File: src/hw/rtl/dtoi_pkg.sv
`timescale 1ns / 1ps

package dtoi_pkg;

    // Parse phase of the current string
    typedef enum logic [2:0] {
        PH_LEAD   = 3'd0,
        PH_SIGN   = 3'd1,
        PH_DIGITS = 3'd2,
        PH_TRAIL  = 3'd3,
        PH_IGNORE = 3'd4,
        PH_NODIG  = 3'd5
    } phase_t;

    // Result status codes
    localparam logic [1:0] STATUS_OK          = 2'd0;
    localparam logic [1:0] STATUS_SYNTAX      = 2'd1;
    localparam logic [1:0] STATUS_RANGE       = 2'd2;
    localparam logic [1:0] STATUS_UNSUPPORTED = 2'd3;

    // Configuration register indexes
    localparam int unsigned CFG_INDEX_W = 1;
    localparam int unsigned CFG_DATA_W  = 8;
    localparam logic [CFG_INDEX_W-1:0] CFG_RESULT_BYTES = 1'b0;
    localparam logic [CFG_INDEX_W-1:0] CFG_TERMINATOR   = 1'b1;

    localparam logic [3:0] RESULT_BYTES_RESET = 4'd4;
    localparam logic [7:0] TERMINATOR_RESET   = 8'd0;

    // Character codes
    localparam logic [7:0] CH_NUL   = 8'h00;
    localparam logic [7:0] CH_PLUS  = 8'h2B;
    localparam logic [7:0] CH_MINUS = 8'h2D;
    localparam logic [7:0] CH_ZERO  = 8'h30;

    // Magnitude cap: 2^31
    localparam logic [35:0] MAG_CAP = 36'h0_8000_0000;

    typedef struct packed {
        logic [3:0] result_bytes;
        logic [7:0] terminator_char;
    } cfg_t;

    function automatic logic is_blank(input logic [7:0] c);
        is_blank = (c == 8'h20) || (c >= 8'h09 && c <= 8'h0D);
    endfunction

    function automatic logic is_digit(input logic [7:0] c);
        is_digit = (c >= 8'h30) && (c <= 8'h39);
    endfunction

endpackage

File: src/hw/rtl/dtoi_char_if.sv
`timescale 1ns / 1ps

interface dtoi_char_if;
    logic       valid;
    logic       ready;
    logic [7:0] ch;

    modport source (output valid, output ch, input ready);
    modport sink   (input valid, input ch, output ready);
endinterface

File: src/hw/rtl/dtoi_result_if.sv
`timescale 1ns / 1ps

interface dtoi_result_if;
    logic               valid;
    logic               ready;
    logic signed [31:0] value;
    logic        [1:0]  status;

    modport source (output valid, output value, output status, input ready);
    modport sink   (input valid, input value, input status, output ready);
endinterface

File: src/hw/rtl/dtoi_core.sv
`timescale 1ns / 1ps

module dtoi_core
    import dtoi_pkg::*;
(
    input  logic               clk,
    input  logic               rst_n,
    input  logic               step,
    input  logic [7:0]         ch,
    input  cfg_t               cfg,
    output logic signed [31:0] res_value,
    output logic [1:0]         res_status
);

    phase_t      phase_reg, phase_next;
    logic        any_reg, any_next;
    logic        neg_reg, neg_next;
    logic [31:0] mag_reg, mag_next;
    logic        ovf_reg, ovf_next;
    logic        junk_reg, junk_next;

    // Accumulator candidate: mag * 10 + digit
    logic [35:0] acc_sum;
    logic        take_digit;

    assign acc_sum = {1'b0, mag_reg, 3'b000} + {3'b000, mag_reg, 1'b0}
                     + {32'd0, ch[3:0] - CH_ZERO[3:0]};

    // Next phase
    always_comb
    begin
        phase_next = phase_reg;
        if (ch == CH_NUL)
        begin
            phase_next = PH_LEAD;
        end
        else
        begin
            case (phase_reg)
                PH_LEAD:
                begin
                    if (is_blank(ch))
                        phase_next = PH_LEAD;
                    else if (ch == CH_PLUS || ch == CH_MINUS)
                        phase_next = PH_SIGN;
                    else if (is_digit(ch))
                        phase_next = PH_DIGITS;
                    else
                        phase_next = PH_NODIG;
                end
                PH_SIGN:
                begin
                    phase_next = is_digit(ch) ? PH_DIGITS : PH_NODIG;
                end
                PH_DIGITS:
                begin
                    if (is_digit(ch))
                        phase_next = PH_DIGITS;
                    else if (ch == cfg.terminator_char)
                        phase_next = PH_IGNORE;
                    else if (is_blank(ch))
                        phase_next = PH_TRAIL;
                    else
                        phase_next = PH_IGNORE;
                end
                PH_TRAIL:
                begin
                    if (ch == cfg.terminator_char || !is_blank(ch))
                        phase_next = PH_IGNORE;
                end
                default:
                begin
                    phase_next = phase_reg;
                end
            endcase
        end
    end

    // Datapath updates that follow the phase
    always_comb
    begin
        any_next   = any_reg;
        neg_next   = neg_reg;
        mag_next   = mag_reg;
        ovf_next   = ovf_reg;
        junk_next  = junk_reg;
        take_digit = 1'b0;
        if (ch == CH_NUL)
        begin
            any_next  = 1'b0;
            neg_next  = 1'b0;
            mag_next  = '0;
            ovf_next  = 1'b0;
            junk_next = 1'b0;
        end
        else
        begin
            any_next = 1'b1;
            case (phase_reg)
                PH_LEAD:
                begin
                    if (!is_blank(ch) && (ch == CH_PLUS || ch == CH_MINUS))
                        neg_next = (ch == CH_MINUS);
                    else if (is_digit(ch))
                        take_digit = 1'b1;
                end
                PH_SIGN, PH_DIGITS:
                begin
                    take_digit = is_digit(ch);
                    if (phase_reg == PH_DIGITS && !is_digit(ch)
                        && ch != cfg.terminator_char && !is_blank(ch))
                        junk_next = 1'b1;
                end
                PH_TRAIL:
                begin
                    if (ch != cfg.terminator_char && !is_blank(ch))
                        junk_next = 1'b1;
                end
                default:
                begin
                    take_digit = 1'b0;
                end
            endcase
            // Sticky overflow: stop accumulating past 2^31
            if (take_digit && !ovf_reg)
            begin
                if (acc_sum > MAG_CAP)
                    ovf_next = 1'b1;
                else
                    mag_next = acc_sum[31:0];
            end
        end
    end

    // Parse state registers
    always_ff @(posedge clk or negedge rst_n)
    begin
        if (!rst_n)
        begin
            phase_reg <= PH_LEAD;
            any_reg   <= 1'b0;
            neg_reg   <= 1'b0;
            mag_reg   <= '0;
            ovf_reg   <= 1'b0;
            junk_reg  <= 1'b0;
        end
        else if (step)
        begin
            phase_reg <= phase_next;
            any_reg   <= any_next;
            neg_reg   <= neg_next;
            mag_reg   <= mag_next;
            ovf_reg   <= ovf_next;
            junk_reg  <= junk_next;
        end
    end

    // End-of-string result from the current state
    logic        have_digits;
    logic        size_ok;
    logic [32:0] limit;

    always_comb
    begin
        have_digits = (phase_reg inside {PH_DIGITS, PH_TRAIL, PH_IGNORE});
        size_ok     = 1'b1;
        case (cfg.result_bytes)
            4'd1:    limit = 33'd128;
            4'd2:    limit = 33'd32768;
            4'd4:    limit = 33'h0_8000_0000;
            default:
            begin
                limit   = 33'h0_8000_0000;
                size_ok = 1'b0;
            end
        endcase
        if (!neg_reg)
            limit = limit - 33'd1;

        res_value = '0;
        if (!any_reg || !have_digits)
            res_status = STATUS_SYNTAX;
        else if (!size_ok)
            res_status = STATUS_UNSUPPORTED;
        else if (ovf_reg || ({1'b0, mag_reg} > limit))
            res_status = STATUS_RANGE;
        else if (junk_reg)
            res_status = STATUS_SYNTAX;
        else
        begin
            res_status = STATUS_OK;
            res_value  = neg_reg ? -$signed(mag_reg) : $signed(mag_reg);
        end
    end

endmodule

File: src/hw/rtl/decimal_text_to_integer_top.sv
`timescale 1ns / 1ps

// Channel   Dir  Payload                         Transaction
// chars     in   ch[7:0]                         one character, zero ends the string
// results   out  value[31:0] signed, status[1:0] one per string, on the zero character
// cfg_*     in   cfg_index[0], cfg_data[7:0]     register write when cfg_we is high
//
// One character per cycle unless a zero waits on a stalled result; the accumulator
// update (mag*10 + digit and the 2^31 compare) sits between input register and state.
// A result is registered when its zero character leaves the input register.
// Reset clears the parse state and loads result_bytes = 4, terminator = 0.
// A stalled result holds the next zero character, and the input stalls behind it.

module decimal_text_to_integer_top
    import dtoi_pkg::*;
(
    input  logic                   clk,
    input  logic                   rst_n,
    dtoi_char_if.sink              chars,
    dtoi_result_if.source          results,
    input  logic                   cfg_we,
    input  logic [CFG_INDEX_W-1:0] cfg_index,
    input  logic [CFG_DATA_W-1:0]  cfg_data
);

    cfg_t               cfg_reg;
    logic [7:0]         ch_reg;
    logic               ch_valid_reg;
    logic               out_valid_reg;
    logic signed [31:0] value_reg;
    logic [1:0]         status_reg;

    logic               is_end;
    logic               advance;
    logic               chars_fire;
    logic signed [31:0] res_value;
    logic [1:0]         res_status;

    // Configuration registers
    always_ff @(posedge clk or negedge rst_n)
    begin
        if (!rst_n)
        begin
            cfg_reg.result_bytes    <= RESULT_BYTES_RESET;
            cfg_reg.terminator_char <= TERMINATOR_RESET;
        end
        else if (cfg_we)
        begin
            case (cfg_index)
                CFG_RESULT_BYTES: cfg_reg.result_bytes    <= cfg_data[3:0];
                CFG_TERMINATOR:   cfg_reg.terminator_char <= cfg_data;
                default:          cfg_reg                 <= cfg_reg;
            endcase
        end
    end

    // Handshake: a held character moves on unless it needs a busy output slot
    assign is_end      = (ch_reg == CH_NUL);
    assign advance     = ch_valid_reg && (!is_end || !out_valid_reg || results.ready);
    assign chars.ready = !ch_valid_reg || advance;
    assign chars_fire  = chars.valid && chars.ready;

    // Input register
    always_ff @(posedge clk or negedge rst_n)
    begin
        if (!rst_n)
        begin
            ch_valid_reg <= 1'b0;
        end
        else if (chars_fire)
        begin
            ch_valid_reg <= 1'b1;
        end
        else if (advance)
        begin
            ch_valid_reg <= 1'b0;
        end
    end

    always_ff @(posedge clk)
    begin
        if (chars_fire)
            ch_reg <= chars.ch;
    end

    dtoi_core u_core (
        .clk        (clk),
        .rst_n      (rst_n),
        .step       (advance),
        .ch         (ch_reg),
        .cfg        (cfg_reg),
        .res_value  (res_value),
        .res_status (res_status)
    );

    // Result register
    always_ff @(posedge clk or negedge rst_n)
    begin
        if (!rst_n)
        begin
            out_valid_reg <= 1'b0;
        end
        else if (advance && is_end)
        begin
            out_valid_reg <= 1'b1;
        end
        else if (results.ready)
        begin
            out_valid_reg <= 1'b0;
        end
    end

    always_ff @(posedge clk)
    begin
        if (advance && is_end)
        begin
            value_reg  <= res_value;
            status_reg <= res_status;
        end
    end

    assign results.valid  = out_valid_reg;
    assign results.value  = value_reg;
    assign results.status = status_reg;

endmodule
File: src/flat_wrapper.sv
// flat-port wrapper written by rule: the top's interface ports become plain ports
module decimal_text_to_integer_top_flat import dtoi_pkg::*;
  (clk, rst_n, cfg_we, cfg_index, cfg_data, chars_valid, chars_ch, chars_ready, results_valid, results_value, results_status, results_ready);
  dtoi_char_if chars_i ();
  dtoi_result_if results_i ();
  input  logic clk;
  input  logic rst_n;
  input  logic cfg_we;
  input  logic [CFG_INDEX_W-1:0] cfg_index;
  input  logic [CFG_DATA_W-1:0] cfg_data;
  input wire logic [$bits(chars_i.valid)-1:0] chars_valid;
  input wire logic [$bits(chars_i.ch)-1:0] chars_ch;
  output wire logic [$bits(chars_i.ready)-1:0] chars_ready;
  output wire logic [$bits(results_i.valid)-1:0] results_valid;
  output wire logic [$bits(results_i.value)-1:0] results_value;
  output wire logic [$bits(results_i.status)-1:0] results_status;
  input wire logic [$bits(results_i.ready)-1:0] results_ready;
  assign chars_i.valid = chars_valid;
  assign chars_i.ch = chars_ch;
  assign chars_ready = chars_i.ready;
  assign results_valid = results_i.valid;
  assign results_value = results_i.value;
  assign results_status = results_i.status;
  assign results_i.ready = results_ready;
  decimal_text_to_integer_top u_core (.clk(clk), .rst_n(rst_n), .chars(chars_i), .results(results_i), .cfg_we(cfg_we), .cfg_index(cfg_index), .cfg_data(cfg_data));
endmodule
File: config.mk
export PLATFORM = sky130hd
export DESIGN_NAME = decimal_text_to_integer_top_flat
export DESIGN_NICKNAME = d
export VERILOG_FILES = /design/src/hw/rtl/dtoi_pkg.sv /design/src/hw/rtl/dtoi_char_if.sv /design/src/hw/rtl/dtoi_result_if.sv /design/src/hw/rtl/dtoi_core.sv /design/src/hw/rtl/decimal_text_to_integer_top.sv /design/src/flat_wrapper.sv
export SDC_FILE = /design/constraint.sdc
export NUM_CORES = 1
export LEC_CHECK = 0
export BUFFER_PORTS_ARGS = -buffer_cell sky130_fd_sc_hd__buf_2
export CAP_MARGIN = 20
export CORE_AREA = 10 10 176 178
export DETAILED_ROUTE_END_ITERATION = 8
export DIE_AREA = 0 0 186 188
export SYNTH_ARGS = -nofsm -noshare
export SYNTH_HDL_FRONTEND = slang
export SYNTH_SLANG_ARGS = --single-unit
File: constraint.sdc
create_clock -name clk -period 11 [get_ports clk]
set_input_delay 1.1 -clock clk [delete_from_list [all_inputs] [get_ports clk]]
set_output_delay 1.1 -clock clk [all_outputs]
set_load 0.005 [all_outputs]
Yosys cells after proc, flatten, opt, wreduce, memory -nomap -nowiden --
Cells that the tools add are included.
Cells by class: equality and inequality tests 16, reduce and logical (&&, ||, !) cells 49, add/sub/neg operators 4, mux-type cells 38, $lt $le $gt $ge 6, bitwise gates (word level) 2
Operators with widths (number):
- 32-bit two-way mux | 4
- 32-bit case mux with 2 select lines | 1
- 35-bit by 33-bit adder with 36-bit output | 1
- 36-bit by 4-bit adder with 36-bit output | 1
- 36-bit by 32-bit greater-than comparator with 1-bit output, second input constant | 1
- 32-bit by 33-bit greater-than comparator with 1-bit output | 1
- 33-bit two-way mux | 1
- 33-bit by 1-bit subtractor with 33-bit output, second input constant | 1
- 32-bit negation | 1
- 8-bit by 6-bit == test with 1-bit output, second input constant | 3
- 3-bit two-way mux | 8
- 1-bit two-way mux | 19
- 3-bit case mux with 4 select lines | 1
- 3-bit AND reduction | 4
- 2-bit nonzero test | 6
- 1-bit logical AND | 11
- 3-bit by 2-bit != test with 1-bit output, second input constant | 3
- 8-bit == test | 1
- 8-bit by 4-bit >= comparator with 1-bit output, second input constant | 1
- 8-bit by 6-bit >= comparator with 1-bit output, second input constant | 1
- 8-bit by 4-bit <= comparator with 1-bit output, second input constant | 1
- 8-bit by 6-bit <= comparator with 1-bit output, second input constant | 1
- 1-bit zero test | 8
- 8-bit zero test | 1
- other kinds (20) | 34
Word-level totals: register bits 95, input port bits 22, logic and storage cells 129

Longest topological paths before layout --
Gate-level depths: netlist of run 1.
depth after elaboration 11, mapped depth 17

By module --
From an unflattened synthesis of run 1, not the netlist that was laid out.
Second synthesis, totals: cells, all modules 837, area, all modules 7953.9 um^2
By module, submodules not included:
- dtoi_core | instances 1, area each 6084.6 um^2, cells each 756, seq. area each 975.9 um^2
- decimal_text_to_integer_top | instances 1, area each 1869.3 um^2, cells each 81, seq. area each 1612.8 um^2

Worst setup path after synthesis of run 1 --
No wires, ideal clock.
path kind register to register, start register u_core.u_core.mag_reg[0], end register u_core.u_core.mag_reg[12], data required time 10875 ps, setup time 125 ps, period minus slack after synthesis 4129 ps, path slack 6871 ps, path buffers 2, stages on the path, launching flop included 17, arrival 4004 ps, cell sequence dfrtp_1 > inv_1 > fa_1 > inv_1 > ha_1 > a211oi_2 > o211ai_2 > a41oi_2 > nor3_1 > or3_4 > a31oi_2 > xnor2_1 > nor4b_4 > nor2b_1 > buf_4 > buf_8 > mux2_4
Between the ends: cells in the longest elaborated chain, start to end 5, elaborated cells between the ends (all ways) 8, classes of those cells 2 x add/sub; 1 x order compare; 1 x eq/ne; 3 x mux; 1 x reduce/logical
Ends and longest elaborated chain:
- from (decl) | RTL line dtoi_core.sv:18 | logic [31:0] mag_reg, mag_next;
- from (signal assigned) | RTL line dtoi_core.sv:152 | mag_reg <= mag_next;
- 35-bit by 33-bit adder with 36-bit output * | RTL line dtoi_core.sv:26 | assign acc_sum = {1'b0, mag_reg, 3'b000} + {3'b000, mag_reg, 1'b0}
- 36-bit by 4-bit adder with 36-bit output * | RTL line dtoi_core.sv:27 | + {32'd0, ch[3:0] - CH_ZERO[3:0]};
- 36-bit by 32-bit greater-than comparator with 1-bit output or 32-bit two-way mux (tied branches) | RTL line dtoi_core.sv:127 | if (acc_sum > MAG_CAP)
- 2-bit by 1-bit != test with 1-bit output (no source line) or 32-bit two-way mux (tied branches)
- 3-bit AND reduction (no source line) or 32-bit two-way mux (tied branches)
Every way passes the cells marked *; elsewhere a longest branch is shown, timed or not. The select of a mux whose other input is x is not followed. A chain may end at the register's enable or synchronous reset.

Worst setup path after layout of run 1 --
start register u_core.u_core.mag_reg[2], end register u_core.u_core.mag_reg[0]
Between the ends: cells in the longest elaborated chain, start to end 5
Ends and longest elaborated chain (RTL line):
- 35-bit by 33-bit adder with 36-bit output | dtoi_core.sv:26
- 36-bit by 4-bit adder with 36-bit output | dtoi_core.sv:27
- 36-bit by 32-bit greater-than comparator with 1-bit output | dtoi_core.sv:127
- 2-bit by 1-bit != test with 1-bit output (no source line)
- 3-bit AND reduction (no source line)
Every way passes these cells.

==> results by group, run 1 <==
Finish
  • Finished Core Util: 32.0%
  • Share of cells above drive strength 1: 12.7%
  • Filler cells: 2,850
  • Antenna cells: 0
  • Sequential Area: 2590 um2
  • Multi-input logic area: 5050 um2
  • Commonest non-fill, non-tap cell in the layout: ha_1
  • Commonest cells after routing, fill and taps aside: 98 x ha_1, 87 x nand2_1, 69 x nor2_1, 58 x a21oi_1, 57 x buf_2
  • Final #Nets: 1,010
  • Area delta synth->final: 12.1%

Setup path
  • CP max FO: 31
  • Crit start category: register
  • CP Capture Type: register
  • Type of the worst setup path: register to register
  • Worst reg2reg endpoint: u_core.u_core.mag_reg[0]
  • Worst r2r src: u_core.u_core.mag_reg[2]
  • Req. time, crit path: 11.22 ns
  • R2r worst-path depth: 13
  • Worst path arrival time: 5.55 ns
  • Register-to-register setup slack: 5.68 ns

STA
  • Final setup fails: 0
  • Slew headroom: 30.7%
  • Final Cycle Share: 48.4%
  • Final hold violation count: 0
  • Slew Viols, Final: 0
  • Final TNS setup: 0 ns
  • RSZ-0062 raised after global routing: no
  • Fmax: 188 MHz
  • Clk_skew: 0.0139 ns
  • Post-route minimum period: 5.32 ns
  • Worst-Margin Slew: 1.04 ns

Logic synthesis
  • Post-synth top area cell: dfrtp_1
  • Mapped Nets: 966
  • Syn_area_per_cell: 9.31 um2
  • Post-synth EDFFs: 42
  • Post-Syn Instances: 844
  • Yosys top cell area share: 16.6%
  • Top area cells in the synthesized netlist: dfrtp_1 17%, edfxtp_1 16%, ha_1 16%
  • Distinct cells, synth: 72
  • Sequential area share after synthesis: 33.0%
  • FF+latch count, synth: 95
  • Asr flop ratio synth: 55.8%
  • Mapped cell area: 7850 um2
  • Synth Flop Type: dfrtp_1
  • Synth warn: 0

Clock network
  • Setup Buffers After CTS: 0
  • Hold_buf cts: 0
  • CTS-repair resized insts: 0
  • CTS tree: built
  • TritonCTS buffer count: 9
  • H-tree depth: 3
  • Clk buf depth: 2
  • Clk sinks: 95
  • CTS clk-pin slew, worst paths: 0.08 ns
  • Skew-Pair Late Insertion Delay: 0.35 ns
  • Root Driver: clkbuf_16

Placement
  • DP Wirelength: 15,600 um
  • IO Port Bufs: 57
  • GP Congestion: 0.870

Die
  • Die ar.: 35,000 um2
  • Die width: 186 um
  • Initial core utilization: 28.6%
  • Boundary Pins: 58
  • Num rows: 61
  • Die Y: 188 um
  • Core Footprint: 27,500 um2

Worst hold path
  • Worst Hold Launch: u_core.u_core.any_reg
  • Hold Path End: u_core.u_core.any_reg
  • Hold depth: 2
  • Hold crit path type: register to register

Drt
  • Via count: 6,558
  • Initial DRT Pass Iterations: 6
  • Total wire length: 19,600 um
  • Post-route ant nets: 0
  • DRC errors left: 0
  • DR vias/cell: 5.29
  • Initial DRC count: 416
  • Drt wl/cell: 15.9 um

Job
  • Max-capacitance violation count: 0

Global routing
  • Largest net degree at the start of global routing: 54
  • First-pass GRT wire length: 31,400 um
  • Total grt overflow: 0
  • Vias in the first global route: 6,078
  • Initial antenna violation count: 0
  • GRT Overall Usage: 10.9%

Outcome
  • Status: finished clean

Power
  • PwrDens: 95.1 nW/um2
  • Max VDD drop: 63.1 uV
  • Leak Pwr: 0.00399 uW
-- how the worst max path moves through the flow --
stage | startpoint | end | cells past startpoint
global route | u_core.u_core.mag_reg[2] | u_core.u_core.mag_reg[0] | 13
finish | u_core.u_core.mag_reg[2] | u_core.u_core.mag_reg[0] | 13
detailed placement | u_core.u_core.mag_reg[2] | u_core.u_core.mag_reg[0] | 13
CTS | u_core.u_core.mag_reg[2] | u_core.u_core.mag_reg[0] | 13
global placement | u_core.u_core.mag_reg[2] | u_core.u_core.mag_reg[0] | 13
floorplan | u_core.u_core.mag_reg[0] | u_core.u_core.mag_reg[12] | 16
-- kinds of logic (layout without fill, tap and decap cells) --
kind of cell	after synthesis	count (layout)	synth area share, %
xor gates and xnor gates	58	58	6.47
AOI/OAI and AO/OA	221	221	18.4
muxes	40	40	5.70
and+or+nand+nor	279	279	17.6
DFF	95	95	33.0
buffers and inverters	51	100	2.77
adders and majority gates	100	100	16.1
-- per-layer routing --
metal / vias to the layer above / global-route usage [%] / share of wire (%)
met5: - / 0 / 0
met4: 0 / 2.70 / 0.96
met3: 14 / 0.947 / 4.5
met2: 161 / 18.1 / 48
met1: 3140 / 14.7 / 47
li1: 3243 / - / -
-- per-stage QoR --
step	total power (uW)	area [um2]	hold WS [ns]	std cells	worst slack (ns)
floorplan	467	7850	0.460	844	6.87
global placement	494	8470	0.485	1223	5.98
detailed placement	497	8470	0.494	1223	5.79
CTS	844	8800	0.508	1239	5.76
global route	871	8800	0.546	1239	5.31
finish	837	8800	0.509	1239	5.68
-- power breakdown --
part	leakage, uW	internal, uW	switching, uW	total [uW]
Sequential	0.00114	382	15.3	397
Clock	0.000158	202	145	348
Combinational	0.00269	40.5	51.8	92.3
-- critical path: stages, from the launching register on --
cell and delay, ns:
dfrtp_1 0.52, inv_1 0.13, fa_1 0.52, fa_1 0.47
nor2b_1 0.23, o31a_1 0.24, o21ai_1 0.14, and2_1 0.21
o311ai_0 0.65, nand4_1 0.17, nor4_1 0.31, a31oi_1 0.32
nor2b_4 0.89, mux2_1 0.39
-- synthesized netlist by cell type (3+ instances only) --
library cell and n:
a211oi_1 6, a21boi_0 3, a21o_1 25, a21oi_1 58, a221o_1 4, a31oi_1 6
and2_1 10, and3_1 7, clkbuf_1 23, dfrtp_1 52, edfxtp_1 42, ha_1 98
inv_1 23, mux2_2 13, mux2_4 6, mux2i_1 20, nand2_1 87, nand2b_1 5
nand3_1 10, nand3b_1 10, nand4_1 18, nand4b_1 3, nor2_1 69, nor2b_1 6
nor3_1 18, nor4_1 11, nor4b_1 3, o211ai_1 3, o21a_1 6, o21ai_0 44
o21ai_1 16, o21bai_1 6, o311ai_0 3, o31ai_1 8, o41ai_1 9, or2_2 7
or3_1 4, or4_1 5, xnor2_1 18, xor2_1 40
-- layout make-up --
cell class	count	share of cell area, %
flip-flops and latches	95	29.4
clock buffers	9	2.56
clock inverters	7	1.17
inverters	24	1.02
multi-input cells	698	57.4
repair buffers	60	3.50
well taps	346	4.92
Note: power is estimated with default switching activity, not from simulation.
==> run 2, diff against run 1 <==
- clock period: 11 -> 5.35 ns (I/O delays scaled with it)
==> results by group, run 2 (synthesis gave the netlist of run 1 again) <==
Drt
  • Initial DRC count: 413
  • Post-route ant nets: 0
  • Via count: 6,538
  • Drt wl/cell: 15.8 um
  • Wl on met1: 9280 um
  • Top Metal Used: met4
  • Routed wl met3: 833 um
  • WL met2: 9410 um
  • DRC errors left: 0
  • Total wire length: 19,900 um
  • DR vias/cell: 5.22
  • Initial DRT Pass Iterations: 5

Clock network
  • Clk sinks: 95
  • Root Driver: clkbuf_16
  • CTS tree: built
  • TritonCTS buffer count: 9
  • Hold_buf cts: 0
  • H-tree depth: 3
  • Skew-Pair Late Insertion Delay: 0.35 ns
  • Clk buf depth: 2
  • CTS clk-pin slew, worst paths: 0.07 ns

Global routing
  • Largest net degree at the start of global routing: 54
  • Vias in the first global route: 6,373
  • GRT Overall Usage: 11.2%
  • Total grt overflow: 0
  • Initial antenna violation count: 0
  • First-pass GRT wire length: 32,600 um

Outcome
  • Status: finished clean

Setup path
  • Worst reg2reg endpoint: u_core.u_core.mag_reg[17]
  • Worst r2r src: u_core.u_core.mag_reg[2]
  • Crit start category: register
  • CP Capture Type: register
  • CP max FO: 11
  • Type of the worst setup path: register to register
  • R2r worst-path depth: 15
  • Register-to-register setup slack: 0.66 ns
  • Worst path arrival time: 4.92 ns
  • Req. time, crit path: 5.58 ns

Power
  • Sw power: 414 uW
  • Leak Pwr: 0.00407 uW
  • Clock share of power: 41.3%
  • PwrDens: 192 nW/um2
  • Logic gate share of total power: 11.2%
  • P_int: 1310 uW
  • Power, Total: 1720 uW
  • Switching fraction of total power: 24.1%
  • Max VDD drop: 110 uV
  • Flop pwr share: 47.5%

Die
  • Initial core utilization: 28.6%
  • Die ar.: 35,000 um2
  • Die width: 186 um
  • Core Footprint: 27,500 um2
  • Boundary Pins: 58
  • Die Y: 188 um
  • Num rows: 61

STA
  • WHS: 0.299 ns
  • Final hold violation count: 0
  • Fmax: 213 MHz
  • Final setup margin: 0.656 ns
  • Worst-Margin Slew: 0.841 ns
  • Post-route minimum period: 4.69 ns
  • Slew Viols, Final: 0
  • RSZ-0062 raised after global routing: no
  • Final TNS setup: 0 ns
  • Slew headroom: 43.2%
  • Final Cycle Share: 87.7%
  • Final setup fails: 0
  • Clk_skew: 0.00639 ns

Finish
  • Share of cells above drive strength 1: 13.9%
  • Final #Nets: 1,024
  • Filler cells: 2,856
  • Antenna cells: 0
  • Area delta synth->final: 13.8%
  • Commonest non-fill, non-tap cell in the layout: ha_1
  • Commonest cells after routing, fill and taps aside: 98 x ha_1, 87 x nand2_1, 69 x nor2_1, 58 x a21oi_1, 57 x buf_2
  • Final Non-Filler Cells: 1,253

Placement
  • IO Port Bufs: 57
  • DP Worst Slack: 0.520 ns
  • # placed instances: 1,230
  • GP Congestion: 0.864
  • DP Wirelength: 15,800 um

Worst hold path
  • Hold crit path type: primary input to asynchronous set/reset pin

Job
  • Max-capacitance violation count: 0
## run 2: cell count changes in the layout (fill, tap and decap cells not counted), sizes merged
cell / change
inv: -3
clkinvlp: +1
buf: +14
clkbuf: +2
## run 2: through the flow
stage,utilization (%),area [um2]
6_report,32.5,8940
5_1_grt,32.5,8940
4_1_cts,32.3,8870
3_5_place_dp,31.1,8540
3_3_place_gp,31.1,8540
2_1_floorplan,-,7850
## run 2: power by group through the flow
stage | Clock (uW) | Combinational (uW) | Sequential [uW]
2_1_floorplan | 0 | 145 | 815
3_3_place_gp | 0 | 188 | 830
3_5_place_dp | 0 | 192 | 831
4_1_cts | 725 | 193 | 817
5_1_grt | 753 | 218 | 821
6_report | 711 | 193 | 817
## run 2: worst max path at each step
stage	end	from	slack (ns)
floorplan	u_core.u_core.mag_reg[12]	u_core.u_core.mag_reg[0]	1.22
global placement	u_core.u_core.mag_reg[6]	u_core.u_core.mag_reg[2]	0.71
detailed placement	u_core.u_core.mag_reg[3]	u_core.u_core.mag_reg[2]	0.52
CTS	u_core.u_core.mag_reg[3]	u_core.u_core.mag_reg[2]	0.51
global route	u_core.u_core.mag_reg[18]	u_core.u_core.mag_reg[2]	0.25
finish	u_core.u_core.mag_reg[17]	u_core.u_core.mag_reg[2]	0.66
## run 2: layout make-up
type                            count  area, um2  area share (%)
Inverter                           24       90.1            1.01
Multi-Input combinational cell    698       5050            56.6
Timing Repair Buffer               74        438            4.90
Tap cell                          346        433            4.84
Clock inverter                      5       80.1           0.896
Sequential cell                    95       2590            29.0
Clock buffer                       11        254            2.84
## run 2: worst max-delay path, stage by stage (launching register included)
cell and delay (ns):
dfrtp_1 0.49, inv_1 0.12, fa_1 0.53, fa_1 0.47
nor2b_1 0.23, o31a_1 0.22, o21ai_1 0.15, and2_1 0.21
o311ai_0 0.61, nand4_1 0.18, nor4_1 0.31, a31oi_1 0.31
nor2b_4 0.21, buf_12 0.15, buf_4 0.11, mux2_4 0.28
## run 2: per-layer routing
layer / global-route usage (%) / vias to the layer above
met4: 3.41 / 0
met2: 18.6 / 144
met5: 0 / -
met3: 1.39 / 24
li1: - / 3277
met1: 14.8 / 3093
## run 2: repair_timing
| action | in CTS | in global routing |
|---|---|---|
| setup endpoints to repair | 0 | 1 |
| buffers inserted | 0 | 7 |
| gates resized for setup | 0 | 0 |
